--- config.mk ---
export PLATFORM = sky130hd
export DESIGN_NAME = qbsr_mul
export DESIGN_NICKNAME = d
export VERILOG_FILES = /design/src/hw/rtl/qbsr_mul.sv
export SDC_FILE = /design/constraint.sdc
export NUM_CORES = 1
export LEC_CHECK = 0
export BUFFER_PORTS_ARGS = -buffer_cell sky130_fd_sc_hd__buf_2
export CAP_MARGIN = 0
export CORE_UTILIZATION = 30
export CTS_BUF_LIST = sky130_fd_sc_hd__clkbuf_4 sky130_fd_sc_hd__clkbuf_8
export DETAILED_ROUTE_END_ITERATION = 16
export HOLD_SLACK_MARGIN = 0.15
export SLEW_MARGIN = 20
export SYNTH_ARGS = -nofsm -noshare
export SYNTH_HDL_FRONTEND = slang
export SYNTH_SLANG_ARGS = --single-unit
export TNS_END_PERCENT = 1
--- constraint.sdc ---
create_clock -name clk -period 7.35 [get_ports clk]
set_input_delay 0.3675 -clock clk [delete_from_list [all_inputs] [get_ports clk]]
set_output_delay 0.3675 -clock clk [all_outputs]
set_load 0.02 [all_outputs]
--- src/hw/rtl/qbsr_mul.sv ---
`timescale 1ns / 1ps
`default_nettype none
module qbsr_mul #(
	parameter int AW = 28,
	parameter int BW = 15
) (
	input  wire logic                  clk,
	input  wire logic signed [AW-1:0]  a,
	input  wire logic signed [BW-1:0]  b,
	output logic signed [AW+BW-1:0]    p_q
);
	// shared signed multiplier, product registered
	always_ff @(posedge clk) begin
		p_q <= a * b;
	end
endmodule
`default_nettype wire

==> flow_metrics.tcl <==
set metrics [dict create \
    status "complete, no violations" \
    whs_path_depth 2 \
    design.core.area_sq_mm 0.0513 \
    replace_congestion 0.857 \
    crit_required_ps 7550 \
    die_x_um 230 \
    number_of_primary_i_o_pins 87 \
    drt_drc_violations_left 0 \
    ys_warn_count 0 \
    end_kind "register" \
    startpoint "b[0]" \
    registers.top_by_ff_count "p_q" \
    post_synth_inst_count 1714 \
    worstSetupStartpointType "input port" \
    rsz0062_at_grt "false" \
    clk_path_buf_depth 2 \
    grt_pass1_vias 12600 \
    yosysSeqAreaShare_pct 5.52 \
    ys_async_sr_fraction_pct 0 \
    timing_worst_setup_path_type "input port to register" \
    floorplan.die.height_um 230 \
    maximum_number_of_pins_on_one_net_before_global_route_repair 29 \
    pre_cts_ws_ps 724 \
    synth_flop_type "dfxtp_1" \
    timing.setup.tns_ps 0 \
    dpl.hpwl_um 32500 \
    buffer_ports.inserted 86 \
    crit_end "p_q[27]$_DFF_P_" \
    timing_hold_violations_final 0 \
    n_antenna_cell 0 \
    grt_antenna_before_repair 1 \
    max_cap_viol_count 0 \
    worst_slew_margin_rel_pct 52.0 \
    numCtsBuffers 5 \
    grt.overflow.total 0 \
    areaGrowthSynthToFinish_pct 7.51 \
    max_slew.worst_pin.slew_ps 719 \
    firstDrtPassIters 7 \
    avgViaCountPerCell 4.67 \
    layout_commonest_cell "inv_1" \
    cts_root_buf "clkbuf_8" \
    routedWlPerCell_um 16.2 \
    grt_use_total_pct 15.6 \
    postCtsHoldBufs 0 \
    ant_nets 0 \
    resized_after_cts 0 \
    net_count_of_the_finished_layout 2283 \
    postLayoutSetupSlackWorst_ps 1030 \
    grt_first_pass_wirelength_um 65200 \
    cts.sinks 43 \
    synth.cell_area_sq_mm 0.0156 \
    mapped_avg_cell_area_sq_um 9.10 \
    layout.cells.most_common_list "427 x inv_1, 391 x fa_1, 249 x nand2_1, 163 x and2_1, 108 x ha_1" \
    number_of_flip_flops_under_the_largest_register_name 43 \
    first_iter_violations 564 \
    count_of_flip_flops_with_a_built_in_enable_after_synthesis 0 \
    worst_ep_arrival_time_ps 6520 \
    critical_path.max_fanout 28 \
    final_setup_violation_count 0 \
    tritoncts "yes" \
    finalWorstPathRequiredPeriod_ps 6320 \
    finalWirelength_um 39200 \
    initial_cell_density_of_the_core_pct 30.4 \
    clk_pin_slew_worst_paths_ps 90 \
    cts.repair_timing.setup_buffer_count 0 \
    hold_path.class "input port to register" \
    h-tree-depth 2 \
    final.period_utilization_pct 86.0 \
    total_nets_after_synthesis 2257 \
    max_clock_freq_mhz 158 \
    row_count 83 \
    share_of_final_layout_standard_cells_stronger_than_drive_strength_1_pct 6.89 \
    holdCritStartpoint "a[0]" \
    vias 11300 \
    reg_top3 "p_q (43)" \
    report.final.slew_viol_count 0 \
    synth_cell_type_count 57 \
    ys_seq_elements 43 \
    die-area_sq_mm 0.0529 \
    filler_cell_count 5391 \
]
through the flow:
stage / util (%) / hold WS [ps] / cell area, sq um / instances
after global placement: 32.5 / 785 / 16700 / 2413
after CTS: 32.7 / 447 / 16800 / 2421
after global routing: 32.7 / 453 / 16800 / 2421
after floorplan: - / 495 / 15600 / 1714
final: 32.7 / 467 / 16800 / 2421
after detailed placement: 32.5 / 786 / 16700 / 2413
synthesized netlist by cell type (8+ instances only):
cell | number | area, sq um
o21a_1 | 8 | 60.1
inv_1 | 427 | 1600
ha_1 | 108 | 1350
and2_1 | 163 | 1020
xor2_1 | 12 | 105
nor3_1 | 8 | 40.0
xnor2_1 | 30 | 263
a21oi_1 | 35 | 175
o21ai_0 | 13 | 65.1
clkbuf_1 | 72 | 270
dfxtp_1 | 43 | 861
nor2_1 | 47 | 176
a21o_1 | 17 | 128
nand3_1 | 11 | 55.1
nand2b_1 | 8 | 50.1
fa_1 | 391 | 7830
nand2_1 | 249 | 935
how the worst min path moves through the flow:
stage                     endpoint
floorplan           p_q[0]$_DFF_P_
finish              p_q[0]$_DFF_P_
CTS                 p_q[0]$_DFF_P_
detailed placement          p_q[0]
global route        p_q[0]$_DFF_P_
global placement           p_q[11]
worst max-delay path: stages:
cell and delay (ps):
buf_2 460, nand2_1 160, fa_1 520, fa_1 560, inv_1 60, fa_1 500, inv_1 60, fa_1 530
inv_1 50, fa_1 490, inv_1 60, fa_1 500, inv_1 50, ha_1 380, a211oi_2 100, o21bai_2 230
o21ai_1 170, nor3b_1 450, o211ai_1 220, a21o_1 230, a211o_1 260, o311ai_1 100
layout make-up:
cell class                      count  area [sq um]  area share [%]
Clock inverter                      2          35.0           0.209
Inverter                          427          1600            9.56
Clock buffer                        6          82.6           0.492
Timing Repair Buffer               93           483            2.88
Multi-Input combinational cell   1170         12900            76.7
Tap cell                          680           851            5.07
Sequential cell                    43           861            5.13
per-layer routing:
layer  part of all wire [%]  GRT usage (%)  up-vias  wire length (um)
li1                       -              -     5020                 -
met1                     40           19.3     5933             15600
met2                     53           28.6      298             20800
met3                    4.6           1.77       65              1800
met4                    2.5           3.85        0               977
met5                      0              0        -                 0
cell families (layout without fill, tap and decap cells):
logic type      Yosys count  after routing  synth area share [%]
simple gates            520            520                  16.6
buf+inv                 501            528                  12.1
fa+ha+maj               499            499                  58.8
compound gates          108            108                  4.56
flops                    43             43                  5.52
xor+xnor                 42             42                  2.36
mux                       1              1                0.0642
Power is left out: the tool's default activity adds up to more than one toggle a clock period on the data nets, which glitch-free logic cannot reach.
